<file path="src/ascc_pkg.sv">
// Shared types, constants and helper functions of the ADC slice channel compressor.
package ascc_pkg;

  // Fixed field geometry
  localparam int NumSamples = 5;
  localparam int NumDiffs   = 4;
  localparam int SampleW    = 10;
  localparam int WidthW     = 4;
  localparam int FmtW       = 3;
  localparam int PosW       = 3;
  localparam int DiffIdxW   = $clog2(NumDiffs);

  // Lookup field limits and defaults
  localparam int LutBitsDef = 8;
  localparam int TagBitsDef = 3;
  localparam int LutBitsMax = 10;
  localparam int TagBitsMax = 4;

  // Descriptor queue depth
  localparam int QueueDepthDef = 4;

  // Configuration port
  localparam int CfgIdxW  = 3;
  localparam int CfgDataW = 10;

  typedef enum logic [CfgIdxW-1:0] {
    REG_PEDESTAL   = 3'd0,
    REG_WIN_BELOW  = 3'd1,
    REG_WIN_ABOVE  = 3'd2,
    REG_PEAK_TAG   = 3'd3,
    REG_TRIG_SLICE = 3'd4
  } cfg_reg_t;

  // Register reset values
  localparam logic [9:0] PedestalRst  = 10'd32;
  localparam logic [3:0] WinBelowRst  = 4'd4;
  localparam logic [3:0] WinAboveRst  = 4'd11;
  localparam logic [2:0] PeakTagRst   = 3'd4;
  localparam logic [2:0] TrigSliceRst = 3'd2;

  // Format codes
  localparam logic [FmtW-1:0] FMT_SHORT2 = 3'd0;
  localparam logic [FmtW-1:0] FMT_SHORT3 = 3'd1;
  localparam logic [FmtW-1:0] FMT_LUT3   = 3'd2;
  localparam logic [FmtW-1:0] FMT_FULL6  = 3'd3;
  localparam logic [FmtW-1:0] FMT_FULL8  = 3'd4;
  localparam logic [FmtW-1:0] FMT_FULL10 = 3'd5;

  // Header offsets added to the minimum position
  localparam logic [WidthW-1:0] HdrShort3Off = 4'd5;
  localparam logic [WidthW-1:0] HdrLongOff   = 4'd10;

  typedef struct packed {
    logic [9:0] pedestal;
    logic [3:0] win_below;
    logic [3:0] win_above;
    logic [2:0] peak_tag;
    logic [2:0] trig_slice;
  } cfg_t;

  // One classified channel, handed from the front end to the token sequencer
  typedef struct packed {
    logic [FmtW-1:0]                    fmt;
    logic [WidthW-1:0]                  hdr;
    logic [WidthW-1:0]                  dw;
    logic [3:0]                         off;
    logic [SampleW-1:0]                 minv;
    logic [NumDiffs-1:0][SampleW-1:0]   diff;
    logic [NumDiffs-1:0]                dlong;
    logic [LutBitsMax-1:0]              lut;
    logic [TagBitsMax-1:0]              tag;
    logic                               any_lut;
    logic                               anytag;
    logic [NumDiffs-1:0]                tbits;
    logic                               inwin;
  } desc_t;

  typedef enum logic [3:0] {
    ST_HDR,
    ST_FMT,
    ST_LFLAG,
    ST_TFLAG,
    ST_LUTV,
    ST_LUTT,
    ST_TBIT,
    ST_MFLAG,
    ST_MIN,
    ST_DFLAG,
    ST_DIFF
  } tok_state_t;

  // Number of bits needed to hold x, zero for zero.
  function automatic logic [WidthW-1:0] minbits(input logic [SampleW-1:0] x);
    logic [WidthW-1:0] n;
    n = '0;
    for (int i = 0; i < SampleW; i++) begin
      if (x[i]) begin
        n = WidthW'(i + 1);
      end
    end
    return n;
  endfunction

  // Keep only the low w bits of v.
  function automatic logic [SampleW-1:0] mask_field(input logic [SampleW-1:0] v,
                                                     input logic [WidthW-1:0] w);
    logic [SampleW-1:0] m;
    for (int i = 0; i < SampleW; i++) begin
      m[i] = (WidthW'(i) < w);
    end
    return v & m;
  endfunction

endpackage

</file>
<file path="src/ascc_front.sv">
// Front end: accepts channels, finds the minimum, classifies and builds a descriptor.
module ascc_front #(
  parameter int LUT_BITS = ascc_pkg::LutBitsDef,
  parameter int TAG_BITS = ascc_pkg::TagBitsDef
) (
  input  logic                                clk,
  input  logic                                rst_n,
  input  ascc_pkg::cfg_t                      cfg,
  input  logic                                in_valid,
  output logic                                in_ready,
  input  logic [LUT_BITS-1:0]                 in_lut_value,
  input  logic [TAG_BITS-1:0]                 in_lut_tag,
  input  logic [ascc_pkg::SampleW-1:0]        in_sample_0,
  input  logic [ascc_pkg::SampleW-1:0]        in_sample_1,
  input  logic [ascc_pkg::SampleW-1:0]        in_sample_2,
  input  logic [ascc_pkg::SampleW-1:0]        in_sample_3,
  input  logic [ascc_pkg::SampleW-1:0]        in_sample_4,
  input  logic [ascc_pkg::NumSamples-1:0]     in_sample_tag_mask,
  output logic                                q_push,
  output ascc_pkg::desc_t                     q_desc,
  input  logic                                q_full
);

  localparam int SW = ascc_pkg::SampleW;
  localparam int PW = ascc_pkg::PosW;
  localparam int WW = ascc_pkg::WidthW;
  localparam int ND = ascc_pkg::NumDiffs;
  localparam int NS = ascc_pkg::NumSamples;
  localparam int TagCmpW = (TAG_BITS > 3) ? TAG_BITS : 3;

  // Stage A inputs
  logic [SW-1:0] smp [NS];
  logic [SW-1:0] m01, m23, m03, min_a;
  logic [PW-1:0] p01, p23, p03, pos_a;
  logic [PW-1:0] trig;
  logic [ND-1:0] tbits_a;
  logic          a_load;

  // Stage A registers
  logic          a_valid_r, a_valid_nxt;
  logic [SW-1:0] a_smp_r [NS];
  logic [SW-1:0] a_minv_r;
  logic [PW-1:0] a_pos_r;
  logic [LUT_BITS-1:0] a_lut_r;
  logic [TAG_BITS-1:0] a_tag_r;
  logic [ND-1:0] a_tbits_r;

  // Stage B signals
  logic [SW-1:0] dfull [NS];
  logic [SW-1:0] dc [ND];
  logic [SW-1:0] dor;
  logic [WW-1:0] maxlen, wide_len;
  logic signed [11:0] lo_s, hi_s, mv_s;
  logic          inwin;
  logic [SW-1:0] off_sum;
  logic          lut_zero, tag_zero, lut_small, peak_match, anytag;
  logic          is_short, is_lut3;
  logic [ascc_pkg::FmtW-1:0] wide_fmt;

  assign smp[0] = in_sample_0;
  assign smp[1] = in_sample_1;
  assign smp[2] = in_sample_2;
  assign smp[3] = in_sample_3;
  assign smp[4] = in_sample_4;

  // Minimum search as a tree; strict compares keep the earliest sample on a tie.
  always_comb begin
    if (smp[1] < smp[0]) begin
      m01 = smp[1];
      p01 = PW'(1);
    end else begin
      m01 = smp[0];
      p01 = PW'(0);
    end
    if (smp[3] < smp[2]) begin
      m23 = smp[3];
      p23 = PW'(3);
    end else begin
      m23 = smp[2];
      p23 = PW'(2);
    end
    if (m23 < m01) begin
      m03 = m23;
      p03 = p23;
    end else begin
      m03 = m01;
      p03 = p01;
    end
    if (smp[4] < m03) begin
      min_a = smp[4];
      pos_a = PW'(4);
    end else begin
      min_a = m03;
      pos_a = p03;
    end
  end

  // Sample tag bits with the trigger slice removed; out-of-range slices saturate.
  assign trig = (cfg.trig_slice > PW'(NS - 1)) ? PW'(NS - 1) : cfg.trig_slice;

  always_comb begin
    for (int j = 0; j < ND; j++) begin
      tbits_a[j] = (PW'(j) < trig) ? in_sample_tag_mask[j] : in_sample_tag_mask[j + 1];
    end
  end

  // Stage A handshake: the stage empties into the queue when there is room.
  assign in_ready = !a_valid_r || !q_full;
  assign a_load   = in_valid && in_ready;
  assign q_push   = a_valid_r && !q_full;

  always_comb begin
    if (a_load) begin
      a_valid_nxt = 1'b1;
    end else if (q_push) begin
      a_valid_nxt = 1'b0;
    end else begin
      a_valid_nxt = a_valid_r;
    end
  end

  always_ff @(posedge clk) begin
    if (!rst_n) begin
      a_valid_r <= 1'b0;
    end else begin
      a_valid_r <= a_valid_nxt;
    end
  end

  always_ff @(posedge clk) begin
    if (a_load) begin
      for (int i = 0; i < NS; i++) begin
        a_smp_r[i] <= smp[i];
      end
      a_minv_r  <= min_a;
      a_pos_r   <= pos_a;
      a_lut_r   <= in_lut_value;
      a_tag_r   <= in_lut_tag;
      a_tbits_r <= tbits_a;
    end
  end

  // Differences to the minimum, packed down to the four samples that are not it.
  always_comb begin
    for (int i = 0; i < NS; i++) begin
      dfull[i] = a_smp_r[i] - a_minv_r;
    end
    dor = '0;
    for (int k = 0; k < ND; k++) begin
      dc[k] = (PW'(k) < a_pos_r) ? dfull[k] : dfull[k + 1];
      dor   = dor | dc[k];
    end
  end

  // The widest difference has the same bit length as the OR of all of them.
  assign maxlen = ascc_pkg::minbits(dor);

  // Pedestal window check on the minimum.
  assign lo_s    = $signed(12'(cfg.pedestal) - 12'(cfg.win_below));
  assign hi_s    = $signed(12'(cfg.pedestal) + 12'(cfg.win_above));
  assign mv_s    = $signed(12'(a_minv_r));
  assign inwin   = (mv_s >= lo_s) && (mv_s <= hi_s);
  assign off_sum = a_minv_r - cfg.pedestal + SW'(cfg.win_below);

  // Format decision.
  assign anytag     = |a_tbits_r;
  assign lut_zero   = (a_lut_r == '0);
  assign tag_zero   = (a_tag_r == '0);
  assign lut_small  = (a_lut_r[LUT_BITS-1:3] == '0);
  assign peak_match = (TagCmpW'(a_tag_r) == TagCmpW'(cfg.peak_tag));
  assign is_short   = lut_zero && tag_zero && !anytag && inwin && (maxlen < WW'(4));
  assign is_lut3    = lut_small && ((lut_zero && tag_zero) || (!lut_zero && peak_match)) &&
                      !anytag && inwin && (maxlen <= WW'(4));
  assign wide_len   = inwin ? maxlen : ascc_pkg::minbits(dor | a_minv_r);

  always_comb begin
    if (wide_len <= WW'(6)) begin
      wide_fmt = ascc_pkg::FMT_FULL6;
    end else if (wide_len <= WW'(8)) begin
      wide_fmt = ascc_pkg::FMT_FULL8;
    end else begin
      wide_fmt = ascc_pkg::FMT_FULL10;
    end
  end

  // Descriptor assembly.
  always_comb begin
    q_desc.off     = off_sum[3:0];
    q_desc.minv    = a_minv_r;
    q_desc.lut     = ascc_pkg::LutBitsMax'(a_lut_r);
    q_desc.tag     = ascc_pkg::TagBitsMax'(a_tag_r);
    q_desc.any_lut = !(lut_zero && tag_zero);
    q_desc.anytag  = anytag;
    q_desc.tbits   = a_tbits_r;
    q_desc.inwin   = inwin;
    for (int k = 0; k < ND; k++) begin
      q_desc.diff[k]  = dc[k];
      q_desc.dlong[k] = (dc[k][SW-1:4] != '0);
    end
    if (is_short) begin
      if (maxlen == WW'(3)) begin
        q_desc.fmt = ascc_pkg::FMT_SHORT3;
        q_desc.dw  = WW'(3);
        q_desc.hdr = WW'(a_pos_r) + ascc_pkg::HdrShort3Off;
      end else begin
        q_desc.fmt = ascc_pkg::FMT_SHORT2;
        q_desc.dw  = WW'(2);
        q_desc.hdr = WW'(a_pos_r);
      end
    end else if (is_lut3) begin
      q_desc.fmt = ascc_pkg::FMT_LUT3;
      q_desc.dw  = WW'(4);
      q_desc.hdr = WW'(a_pos_r) + ascc_pkg::HdrLongOff;
    end else begin
      q_desc.fmt = wide_fmt;
      q_desc.dw  = WW'({wide_fmt, 1'b0});
      q_desc.hdr = WW'(a_pos_r) + ascc_pkg::HdrLongOff;
    end
  end

endmodule

</file>
<file path="src/ascc_queue.sv">
// Small descriptor queue between the front end and the token sequencer.
module ascc_queue #(
  parameter int DEPTH = ascc_pkg::QueueDepthDef
) (
  input  logic            clk,
  input  logic            rst_n,
  input  logic            push,
  input  ascc_pkg::desc_t wdata,
  output logic            full,
  input  logic            pop,
  output ascc_pkg::desc_t rdata,
  output logic            empty
);

  localparam int PtrW = (DEPTH > 1) ? $clog2(DEPTH) : 1;
  localparam int CntW = $clog2(DEPTH + 1);

  ascc_pkg::desc_t mem_r [DEPTH];
  logic [PtrW-1:0] wr_ptr_r, wr_ptr_nxt;
  logic [PtrW-1:0] rd_ptr_r, rd_ptr_nxt;
  logic [CntW-1:0] count_r, count_nxt;

  assign full  = (count_r == CntW'(DEPTH));
  assign empty = (count_r == '0);
  assign rdata = mem_r[rd_ptr_r];

  // Pointer and fill count update.
  always_comb begin
    wr_ptr_nxt = wr_ptr_r;
    rd_ptr_nxt = rd_ptr_r;
    count_nxt  = count_r;
    if (push) begin
      wr_ptr_nxt = (wr_ptr_r == PtrW'(DEPTH - 1)) ? '0 : wr_ptr_r + PtrW'(1);
    end
    if (pop) begin
      rd_ptr_nxt = (rd_ptr_r == PtrW'(DEPTH - 1)) ? '0 : rd_ptr_r + PtrW'(1);
    end
    if (push && !pop) begin
      count_nxt = count_r + CntW'(1);
    end else if (pop && !push) begin
      count_nxt = count_r - CntW'(1);
    end
  end

  always_ff @(posedge clk) begin
    if (!rst_n) begin
      wr_ptr_r <= '0;
      rd_ptr_r <= '0;
      count_r  <= '0;
    end else begin
      wr_ptr_r <= wr_ptr_nxt;
      rd_ptr_r <= rd_ptr_nxt;
      count_r  <= count_nxt;
    end
  end

  // Entry storage.
  always_ff @(posedge clk) begin
    if (push) begin
      mem_r[wr_ptr_r] <= wdata;
    end
  end

endmodule

</file>
<file path="src/ascc_back.sv">
// Token sequencer: emits each descriptor's fields, one a cycle unless stalled.
module ascc_back #(
  parameter int LUT_BITS = ascc_pkg::LutBitsDef,
  parameter int TAG_BITS = ascc_pkg::TagBitsDef
) (
  input  logic                          clk,
  input  logic                          rst_n,
  input  logic                          q_empty,
  input  ascc_pkg::desc_t               q_desc,
  output logic                          q_pop,
  output logic                          out_valid,
  input  logic                          out_ready,
  output logic [ascc_pkg::SampleW-1:0]  out_field_value,
  output logic [ascc_pkg::WidthW-1:0]   out_field_width,
  output logic                          out_last_field,
  output logic [ascc_pkg::FmtW-1:0]     out_chosen_format
);

  localparam int SW = ascc_pkg::SampleW;
  localparam int WW = ascc_pkg::WidthW;
  localparam int KW = ascc_pkg::DiffIdxW;

  ascc_pkg::tok_state_t st_r, st_nxt, adv_st;
  logic [KW-1:0] k_r, k_nxt, adv_k;

  logic          emit;
  logic [SW-1:0] val;
  logic [WW-1:0] wid;
  logic          last_c;
  logic          is_full_fmt, is_lut3, k_end;

  logic                      out_valid_r, out_valid_nxt;
  logic [SW-1:0]             out_value_r;
  logic [WW-1:0]             out_width_r;
  logic                      out_last_r;
  logic [ascc_pkg::FmtW-1:0] out_fmt_r;

  assign is_full_fmt = (q_desc.fmt >= ascc_pkg::FMT_FULL6);
  assign is_lut3     = (q_desc.fmt == ascc_pkg::FMT_LUT3);
  assign k_end       = (k_r == KW'(ascc_pkg::NumDiffs - 1));

  // A token leaves when a descriptor is waiting and the output register is free.
  assign emit  = !q_empty && (!out_valid_r || out_ready);
  assign q_pop = emit && last_c;

  // Token value, width and successor for the current field.
  always_comb begin
    val    = '0;
    wid    = WW'(1);
    last_c = 1'b0;
    adv_st = st_r;
    adv_k  = k_r;
    case (st_r)
      ascc_pkg::ST_HDR: begin
        val    = SW'(q_desc.hdr);
        wid    = WW'(4);
        adv_k  = '0;
        adv_st = (q_desc.fmt <= ascc_pkg::FMT_SHORT3) ? ascc_pkg::ST_MIN : ascc_pkg::ST_FMT;
      end
      ascc_pkg::ST_FMT: begin
        val    = SW'(q_desc.fmt - ascc_pkg::FMT_LUT3);
        wid    = WW'(2);
        adv_st = ascc_pkg::ST_LFLAG;
      end
      ascc_pkg::ST_LFLAG: begin
        if (is_lut3) begin
          val    = SW'(q_desc.lut != '0);
          adv_st = (q_desc.lut != '0) ? ascc_pkg::ST_LUTV : ascc_pkg::ST_MIN;
        end else begin
          val    = SW'(q_desc.any_lut);
          adv_st = ascc_pkg::ST_TFLAG;
        end
      end
      ascc_pkg::ST_TFLAG: begin
        val = SW'(q_desc.anytag);
        if (q_desc.any_lut) begin
          adv_st = ascc_pkg::ST_LUTV;
        end else if (q_desc.anytag) begin
          adv_st = ascc_pkg::ST_TBIT;
        end else begin
          adv_st = ascc_pkg::ST_MFLAG;
        end
      end
      ascc_pkg::ST_LUTV: begin
        val = SW'(q_desc.lut);
        if (is_lut3) begin
          wid    = WW'(3);
          adv_st = ascc_pkg::ST_MIN;
        end else begin
          wid    = WW'(LUT_BITS);
          adv_st = ascc_pkg::ST_LUTT;
        end
      end
      ascc_pkg::ST_LUTT: begin
        val    = SW'(q_desc.tag);
        wid    = WW'(TAG_BITS);
        adv_st = q_desc.anytag ? ascc_pkg::ST_TBIT : ascc_pkg::ST_MFLAG;
      end
      ascc_pkg::ST_TBIT: begin
        val = SW'(q_desc.tbits[k_r]);
        if (k_end) begin
          adv_k  = '0;
          adv_st = ascc_pkg::ST_MFLAG;
        end else begin
          adv_k = k_r + KW'(1);
        end
      end
      ascc_pkg::ST_MFLAG: begin
        val    = SW'(!q_desc.inwin);
        adv_st = ascc_pkg::ST_MIN;
      end
      ascc_pkg::ST_MIN: begin
        if (is_full_fmt && !q_desc.inwin) begin
          val = q_desc.minv;
          wid = q_desc.dw;
        end else begin
          val = SW'(q_desc.off);
          wid = WW'(4);
        end
        adv_k  = '0;
        adv_st = is_full_fmt ? ascc_pkg::ST_DFLAG : ascc_pkg::ST_DIFF;
      end
      ascc_pkg::ST_DFLAG: begin
        val    = SW'(q_desc.dlong[k_r]);
        adv_st = ascc_pkg::ST_DIFF;
      end
      ascc_pkg::ST_DIFF: begin
        val = q_desc.diff[k_r];
        if (is_full_fmt && !q_desc.dlong[k_r]) begin
          wid = WW'(4);
        end else begin
          wid = q_desc.dw;
        end
        if (k_end) begin
          last_c = 1'b1;
          adv_k  = '0;
          adv_st = ascc_pkg::ST_HDR;
        end else begin
          adv_k  = k_r + KW'(1);
          adv_st = is_full_fmt ? ascc_pkg::ST_DFLAG : ascc_pkg::ST_DIFF;
        end
      end
      default: begin
        adv_k  = '0;
        adv_st = ascc_pkg::ST_HDR;
      end
    endcase
    st_nxt = emit ? adv_st : st_r;
    k_nxt  = emit ? adv_k : k_r;
  end

  always_ff @(posedge clk) begin
    if (!rst_n) begin
      st_r <= ascc_pkg::ST_HDR;
      k_r  <= '0;
    end else begin
      st_r <= st_nxt;
      k_r  <= k_nxt;
    end
  end

  // Output register: holds a token until the receiver takes it.
  always_comb begin
    if (emit) begin
      out_valid_nxt = 1'b1;
    end else if (out_ready) begin
      out_valid_nxt = 1'b0;
    end else begin
      out_valid_nxt = out_valid_r;
    end
  end

  always_ff @(posedge clk) begin
    if (!rst_n) begin
      out_valid_r <= 1'b0;
    end else begin
      out_valid_r <= out_valid_nxt;
    end
  end

  always_ff @(posedge clk) begin
    if (emit) begin
      out_value_r <= ascc_pkg::mask_field(val, wid);
      out_width_r <= wid;
      out_last_r  <= last_c;
      out_fmt_r   <= q_desc.fmt;
    end
  end

  assign out_valid         = out_valid_r;
  assign out_field_value   = out_value_r;
  assign out_field_width   = out_width_r;
  assign out_last_field    = out_last_r;
  assign out_chosen_format = out_fmt_r;

  // The last field of a channel returns the sequencer to the header.
  a_last_to_hdr: assert property (@(posedge clk) disable iff (!rst_n)
    (emit && last_c) |=> (st_r == ascc_pkg::ST_HDR) && (k_r == '0))
    else $error("sequencer did not return to header after last field");

  // A channel in progress always has its descriptor at the queue head.
  a_head_held: assert property (@(posedge clk) disable iff (!rst_n)
    (st_r != ascc_pkg::ST_HDR) |-> !q_empty)
    else $error("descriptor left the queue in the middle of a channel");

  // Field widths stay within one to ten bits.
  a_width_range: assert property (@(posedge clk) disable iff (!rst_n)
    out_valid_r |-> (out_width_r != '0) && (out_width_r <= WW'(SW)))
    else $error("field width out of range");

  // Only the six defined formats appear.
  a_fmt_range: assert property (@(posedge clk) disable iff (!rst_n)
    out_valid_r |-> (out_fmt_r <= ascc_pkg::FMT_FULL10))
    else $error("undefined format code on output");

endmodule

</file>
<file path="src/adc_slice_channel_compressor_core.sv">
// Top level of the ADC slice channel compressor: configuration registers and the three parts.
//
// Usage:
//   The input channel (in_valid / in_ready) takes one ADC channel per transfer: a lookup
//   word and tag, five 10-bit samples and a per-sample tag mask. The result channel
//   (out_valid / out_ready) delivers the packed fields of that channel as a run of
//   (value, width) tokens, 6 to 20 per channel, with out_last_field on the final one
//   and the selected format on every token.
//   The first token of a channel passes the classification stage, a queue entry and the
//   output register before it is presented, when nothing is queued ahead of it.
//   Throughput: one token per cycle while the receiver takes them; a channel has 6 to 20
//   tokens and the token sequencer sets this rate. The front end takes one channel per
//   cycle until the descriptor queue (QUEUE_DEPTH entries plus one classification stage)
//   is full.
//   When the receiver stalls, the current token stays on the output and the sequencer
//   holds; the front end keeps accepting channels until the queue fills.
//   Configuration is written through cfg_we / cfg_index / cfg_wdata while the block is
//   idle; indexes beyond the register list are ignored.
//   Reset (rst_n low, synchronous) empties the queue and the output register and loads
//   the register defaults.
module adc_slice_channel_compressor_core #(
  parameter int LUT_BITS    = ascc_pkg::LutBitsDef,
  parameter int TAG_BITS    = ascc_pkg::TagBitsDef,
  parameter int QUEUE_DEPTH = ascc_pkg::QueueDepthDef
) (
  input  logic                               clk,
  input  logic                               rst_n,
  input  logic                               cfg_we,
  input  logic [ascc_pkg::CfgIdxW-1:0]       cfg_index,
  input  logic [ascc_pkg::CfgDataW-1:0]      cfg_wdata,
  input  logic                               in_valid,
  output logic                               in_ready,
  input  logic [LUT_BITS-1:0]                in_lut_value,
  input  logic [TAG_BITS-1:0]                in_lut_tag,
  input  logic [ascc_pkg::SampleW-1:0]       in_sample_0,
  input  logic [ascc_pkg::SampleW-1:0]       in_sample_1,
  input  logic [ascc_pkg::SampleW-1:0]       in_sample_2,
  input  logic [ascc_pkg::SampleW-1:0]       in_sample_3,
  input  logic [ascc_pkg::SampleW-1:0]       in_sample_4,
  input  logic [ascc_pkg::NumSamples-1:0]    in_sample_tag_mask,
  output logic                               out_valid,
  input  logic                               out_ready,
  output logic [ascc_pkg::SampleW-1:0]       out_field_value,
  output logic [ascc_pkg::WidthW-1:0]        out_field_width,
  output logic                               out_last_field,
  output logic [ascc_pkg::FmtW-1:0]          out_chosen_format
);

  ascc_pkg::cfg_t  cfg_r, cfg_nxt;
  ascc_pkg::desc_t push_desc, head_desc;
  logic            q_push, q_pop, q_full, q_empty;

  // Configuration register writes.
  always_comb begin
    cfg_nxt = cfg_r;
    if (cfg_we) begin
      case (ascc_pkg::cfg_reg_t'(cfg_index))
        ascc_pkg::REG_PEDESTAL:   cfg_nxt.pedestal   = cfg_wdata;
        ascc_pkg::REG_WIN_BELOW:  cfg_nxt.win_below  = cfg_wdata[3:0];
        ascc_pkg::REG_WIN_ABOVE:  cfg_nxt.win_above  = cfg_wdata[3:0];
        ascc_pkg::REG_PEAK_TAG:   cfg_nxt.peak_tag   = cfg_wdata[2:0];
        ascc_pkg::REG_TRIG_SLICE: cfg_nxt.trig_slice = cfg_wdata[2:0];
        default: cfg_nxt = cfg_r;
      endcase
    end
  end

  always_ff @(posedge clk) begin
    if (!rst_n) begin
      cfg_r.pedestal   <= ascc_pkg::PedestalRst;
      cfg_r.win_below  <= ascc_pkg::WinBelowRst;
      cfg_r.win_above  <= ascc_pkg::WinAboveRst;
      cfg_r.peak_tag   <= ascc_pkg::PeakTagRst;
      cfg_r.trig_slice <= ascc_pkg::TrigSliceRst;
    end else begin
      cfg_r <= cfg_nxt;
    end
  end

  // Front end: classification.
  ascc_front #(
    .LUT_BITS (LUT_BITS),
    .TAG_BITS (TAG_BITS)
  ) u_front (
    .clk                (clk),
    .rst_n              (rst_n),
    .cfg                (cfg_r),
    .in_valid           (in_valid),
    .in_ready           (in_ready),
    .in_lut_value       (in_lut_value),
    .in_lut_tag         (in_lut_tag),
    .in_sample_0        (in_sample_0),
    .in_sample_1        (in_sample_1),
    .in_sample_2        (in_sample_2),
    .in_sample_3        (in_sample_3),
    .in_sample_4        (in_sample_4),
    .in_sample_tag_mask (in_sample_tag_mask),
    .q_push             (q_push),
    .q_desc             (push_desc),
    .q_full             (q_full)
  );

  // Descriptor queue.
  ascc_queue #(
    .DEPTH (QUEUE_DEPTH)
  ) u_queue (
    .clk   (clk),
    .rst_n (rst_n),
    .push  (q_push),
    .wdata (push_desc),
    .full  (q_full),
    .pop   (q_pop),
    .rdata (head_desc),
    .empty (q_empty)
  );

  // Back end: token sequencing.
  ascc_back #(
    .LUT_BITS (LUT_BITS),
    .TAG_BITS (TAG_BITS)
  ) u_back (
    .clk               (clk),
    .rst_n             (rst_n),
    .q_empty           (q_empty),
    .q_desc            (head_desc),
    .q_pop             (q_pop),
    .out_valid         (out_valid),
    .out_ready         (out_ready),
    .out_field_value   (out_field_value),
    .out_field_width   (out_field_width),
    .out_last_field    (out_last_field),
    .out_chosen_format (out_chosen_format)
  );

endmodule
</file>
<file path="config.mk">
export PLATFORM = sky130hd
export DESIGN_NAME = adc_slice_channel_compressor_core
export DESIGN_NICKNAME = d
export VERILOG_FILES = /design/src/ascc_pkg.sv /design/src/ascc_front.sv /design/src/ascc_queue.sv /design/src/ascc_back.sv /design/src/adc_slice_channel_compressor_core.sv
export SDC_FILE = /design/constraint.sdc
export NUM_CORES = 1
export LEC_CHECK = 0
export BUFFER_PORTS_ARGS = -buffer_cell sky130_fd_sc_hd__buf_2
export CAP_MARGIN = 20
export CORE_ASPECT_RATIO = 1.1
export CORE_MARGIN = 1
export CORE_UTILIZATION = 60
export CTS_CLUSTER_DIAMETER = 100
export DETAILED_ROUTE_END_ITERATION = 16
export PLACE_DENSITY = 0.78
export SLEW_MARGIN = 30
export SYNTH_ARGS = -nofsm -noshare
export SYNTH_HDL_FRONTEND = slang
export SYNTH_SLANG_ARGS = --single-unit
</file>
<file path="constraint.sdc">
create_clock -name clk -period 17.06 [get_ports clk]
set_input_delay 2.559 -clock clk [delete_from_list [all_inputs] [get_ports clk]]
set_output_delay 2.559 -clock clk [all_outputs]
set_load 0.005 [all_outputs]
</file>
==> impl_metrics.json <==
{
  "status": "completed",
  "synth.ff_latch_count": 477,
  "regArea_sq_um": 13900,
  "max_stage_delay_ps": 420,
  "coreArea_sq_um": 39600,
  "worst_r2r_endpoint": "u_queue.mem_r[2][83]$_DFFE_PP_",
  "synthToLayoutAreaGrowth_pct": 10.4,
  "seq_power_share": 0.453,
  "drive_gt1_frac": 0.174,
  "fin_skew_ps": 23.6,
  "synth.cell_area_sq_um": 24300,
  "final-hold-violation-count": 0,
  "post-cts-setup-buffers": 0,
  "ios": 104,
  "largest_net_degree_at_the_start_of_global_routing": 74,
  "detailedPlace.worstSlack_ps": 8880,
  "initial_utilization": 0.614,
  "tritoncts": "yes",
  "final-setup-viol-count": 0,
  "number_of_antenna_cells_inserted": 0,
  "first_global_vias": 15300,
  "slew_headroom": 0.365,
  "clk_path_buf_depth": 3,
  "ant_nets": 0,
  "final_period_minus_worst_setup_slack_ps": 7660,
  "actual_slew_at_the_worst_max_slew_pin_ps": 953,
  "fin_tns_setup_ps": 0,
  "setup_crit_end": "u_front.a_minv_r[7]$_DFFE_PP_",
  "fill_cell_count": 2725,
  "power_density_nw_per_um2": 122,
  "internal-power_mw": 2.28,
  "setup.worst_path.start_class": "input port",
  "mappedNetlistNets": 1988,
  "crit_slowest_cell": "nand2b_1",
  "vdd.ir_drop.worst_v": 0.0000771,
  "synth-main-ff-cell": "edfxtp_1",
  "grt_util_all_layers": 0.282,
  "grt_pass1_wl_um": 87500,
  "placement.io_buffers": 103,
  "critical_path.reg2reg.startpoint": "u_front.a_minv_r[1]$_DFFE_PP_",
  "hold-worst-slack_ps": 491,
  "drt_wl_total_um": 57300,
  "fmaxAchievable_ghz": 0.131,
  "cts-buffers-inserted": 48,
  "timing.reg2reg.setup_slack_ps": 11780,
  "timing.setup.critical_path_class": "input port to flop",
  "synth_cells": 1768,
  "final_net_count": 2093,
  "cp_max_fo": 13,
  "dieWidth_um": 194,
  "cpLargestDelayFamily": "compound AO/OA/AOI/OAI gates",
  "placed_cells_incl_taps": 2330,
  "rows": 76,
  "yosys.cell_types.count": 91,
  "post_route_fraction_of_the_period_consumed_by_the_critical_path": 0.449,
  "detail_route.drc_violations": 0,
  "holdBufCountCts": 0,
  "overflow": 0,
  "leakagePower_nw": 9.71,
  "via_per_inst": 6.35,
  "final_max_slew_viol_count": 0,
  "wl_per_cell_um": 23.7,
  "die_h_um": 213,
  "number_of_synthesized_flops_with_an_enable_pin": 436,
  "cp_num_buf_inv": 5,
  "synth.area.top_cells": "edfxtp_1 54%, mux4_2 9.3%, ha_1 6.4%",
  "critical_path.startpoint": "in_sample_2[8]",
  "yosys.cell_count.top_type": "edfxtp_1",
  "rsz0062_at_grt": "false",
  "finalPower_mw": 3.26,
  "postCtsResizedCells": 0,
  "dr.first_iter.drc_count": 1370,
  "reg2reg_depth": 13,
  "list_of_most_frequent_post_synthesis_cells": "436 x edfxtp_1, 125 x ha_1, 113 x nand2_1, 102 x inv_1, 100 x mux4_2",
  "drv_cap": 0,
  "power_spent_charging_and_discharging_nets_mw": 0.985,
  "cts_num_sinks": 477,
  "avgSynthCellArea_sq_um": 13.7,
  "clkTransAtPathRegs_ps": 60,
  "number_of_antenna_violations_at_the_first_check_in_global_routing": 0,
  "hpwlAfterDp_um": 39500,
  "synthArstFlopShare": 0,
  "synth.yosys.seq_area_share": 0.573,
  "cts_root_buf": "clkbuf_16",
  "dieArea_sq_um": 41300,
  "yosys.area.top_type": "edfxtp_1",
  "synth_top_cell_area_share": 0.539,
  "endpoint_kind": "flop",
  "comb_power_share": 0.238,
  "clock_latency_late_sink_ps": 600,
  "layoutNonFillerInstCount": 2414,
  "synth.yosys.warnings": 0,
  "multiInputGateArea_sq_um": 9740,
  "htree_num_levels": 2,
  "via_count": 15300,
  "worst-endpoint-arrival_ps": 8080,
  "swShare": 0.302,
  "drt-pass1-iter-count": 6,
  "fin_ws_ps": 9400,
  "weighted_congestion_at_the_end_of_routability_driven_global_placement": 0.945,
  "required_ps": 17490,
  "min_path_type": "flop to flop",
  "worstSetupPathDepth": 27,
  "power.clock.fraction": 0.309
}
[worst min path at each step]
stage,startpoint,end,slack [ps],cells after the start
6_report,cfg_r[9]$_SDFFE_PN1P_,cfg_r[9]$_SDFFE_PN1P_,490,2
3_3_place_gp,u_back.out_valid$_SDFFE_PN0P_,u_back.out_valid$_SDFFE_PN0P_,470,2
4_1_cts,u_back.out_valid$_SDFFE_PN0P_,u_back.out_valid$_SDFFE_PN0P_,490,2
2_1_floorplan,cfg_r[6]$_SDFFE_PN1P_,cfg_r[6]$_SDFFE_PN1P_,450,2
5_1_grt,cfg_r[9]$_SDFFE_PN1P_,cfg_r[9]$_SDFFE_PN1P_,520,2
3_5_place_dp,u_back.out_valid$_SDFFE_PN0P_,u_back.out_valid$_SDFFE_PN0P_,480,2
[cells by family (layout without fill, tap and decap cells)]
logic type                 Yosys count  in the layout  share of synthesized area
and+or+nand+nor                    438            438                     0.0930
buffers and inverters              166            305                     0.0266
adders and majority gates          137            137                     0.0739
AOI/OAI and AO/OA                  318            318                     0.0878
DFF                                477            477                      0.573
xor gates and xnor gates            54             54                     0.0198
muxes                              178            178                      0.126
[state kept, by name, indices dropped and copies added, names as in the netlist, 4 cells and up, named ones only]
signal and cells:
u_front.a_lut_r 8, u_front.a_smp_r 50, cfg_r 24, u_back.out_field_value 10
u_queue.mem_r 340, u_front.a_minv_r 10, u_front.a_tbits_r 4, u_back.st_r 4
u_back.out_field_width 4
[metal layers]
metal | wire, um | up-vias | global-route usage
met4 | 1650 | 0 | 0.0880
met2 | 28400 | 588 | 0.485
met5 | 0 | - | 0
li1 | - | 7027 | -
met1 | 23600 | 7611 | 0.373
met3 | 3690 | 96 | 0.0400
[worst reg2reg max path, stage by stage, from the launching register on]
cell and delay (ps):
edfxtp_1 710, inv_1 400, ha_1 390, nor2b_1 140, o311a_1 370, o21ai_1 260
o21ai_1 120, xnor2_1 370, mux2i_1 320, or4_4 660, nor4_4 380, nand2_2 180
or4_1 550, o21ai_0 190
[area by class of cell]
class / count / share of cell area
Multi-Input combinational cell: 1125 / 0.364
Inverter: 103 / 0.0144
Clock buffer: 61 / 0.0478
Clock inverter: 23 / 0.00733
Tap cell: 507 / 0.0237
Timing Repair Buffer: 118 / 0.0236
Sequential cell: 477 / 0.520
[stage by stage]
stage | cell area (sq um) | util
after floorplan | 24300 | -
after global placement | 25300 | 0.640
after detailed placement | 25300 | 0.640
after CTS | 26800 | 0.677
after global routing | 26800 | 0.677
final | 26800 | 0.677
[power groups by stage]
stage	Combinational, mW	Clock (mW)	Sequential [mW]
after global placement	0.728	0	1.50
after CTS	0.761	1.02	1.48
after detailed placement	0.755	0	1.50
final	0.776	1.01	1.48
after floorplan	0.532	0	1.47
after global routing	0.841	1.06	1.48
[layout by cell type, fill, tap and decap left out, types with 7 or more instances in the layout]
| cell | Yosys | layout |
|---|---|---|
| nor2b_1 | 38 | 38 |
| edfxtp_1 | 436 | 436 |
| a31oi_1 | 15 | 14 |
| o21a_1 | 10 | 10 |
| and2_1 | 14 | 10 |
| fa_1 | 11 | 11 |
| a221oi_1 | 10 | 10 |
| dfxtp_1 | 41 | 39 |
| clkbuf_16 | 0 | 49 |
| nand2b_1 | 30 | 30 |
| nand2_1 | 113 | 113 |
| clkinv_1 | 1 | 13 |
| clkbuf_1 | 39 | 11 |
| a211oi_1 | 13 | 13 |
| a21oi_1 | 81 | 81 |
| nor3b_1 | 7 | 7 |
| o21ai_1 | 8 | 8 |
| nand3_1 | 26 | 26 |
| mux2_2 | 15 | 15 |
| mux4_2 | 100 | 100 |
| nand4_1 | 10 | 10 |
| or3_1 | 12 | 12 |
| a21boi_0 | 16 | 16 |
| nor4_1 | 10 | 10 |
| or4_1 | 13 | 13 |
| mux2i_1 | 62 | 61 |
| a21o_1 | 24 | 24 |
| nor3_1 | 33 | 33 |
| xor2_1 | 18 | 18 |
| or2_2 | 8 | 8 |
| o21ai_0 | 59 | 59 |
| buf_4 | 0 | 14 |
| inv_1 | 102 | 102 |
| o211ai_1 | 10 | 10 |
| nor2_1 | 96 | 96 |
| buf_2 | 18 | 103 |
| xnor2_1 | 35 | 35 |
| ha_1 | 125 | 125 |
(Power assumes the default switching activity.)
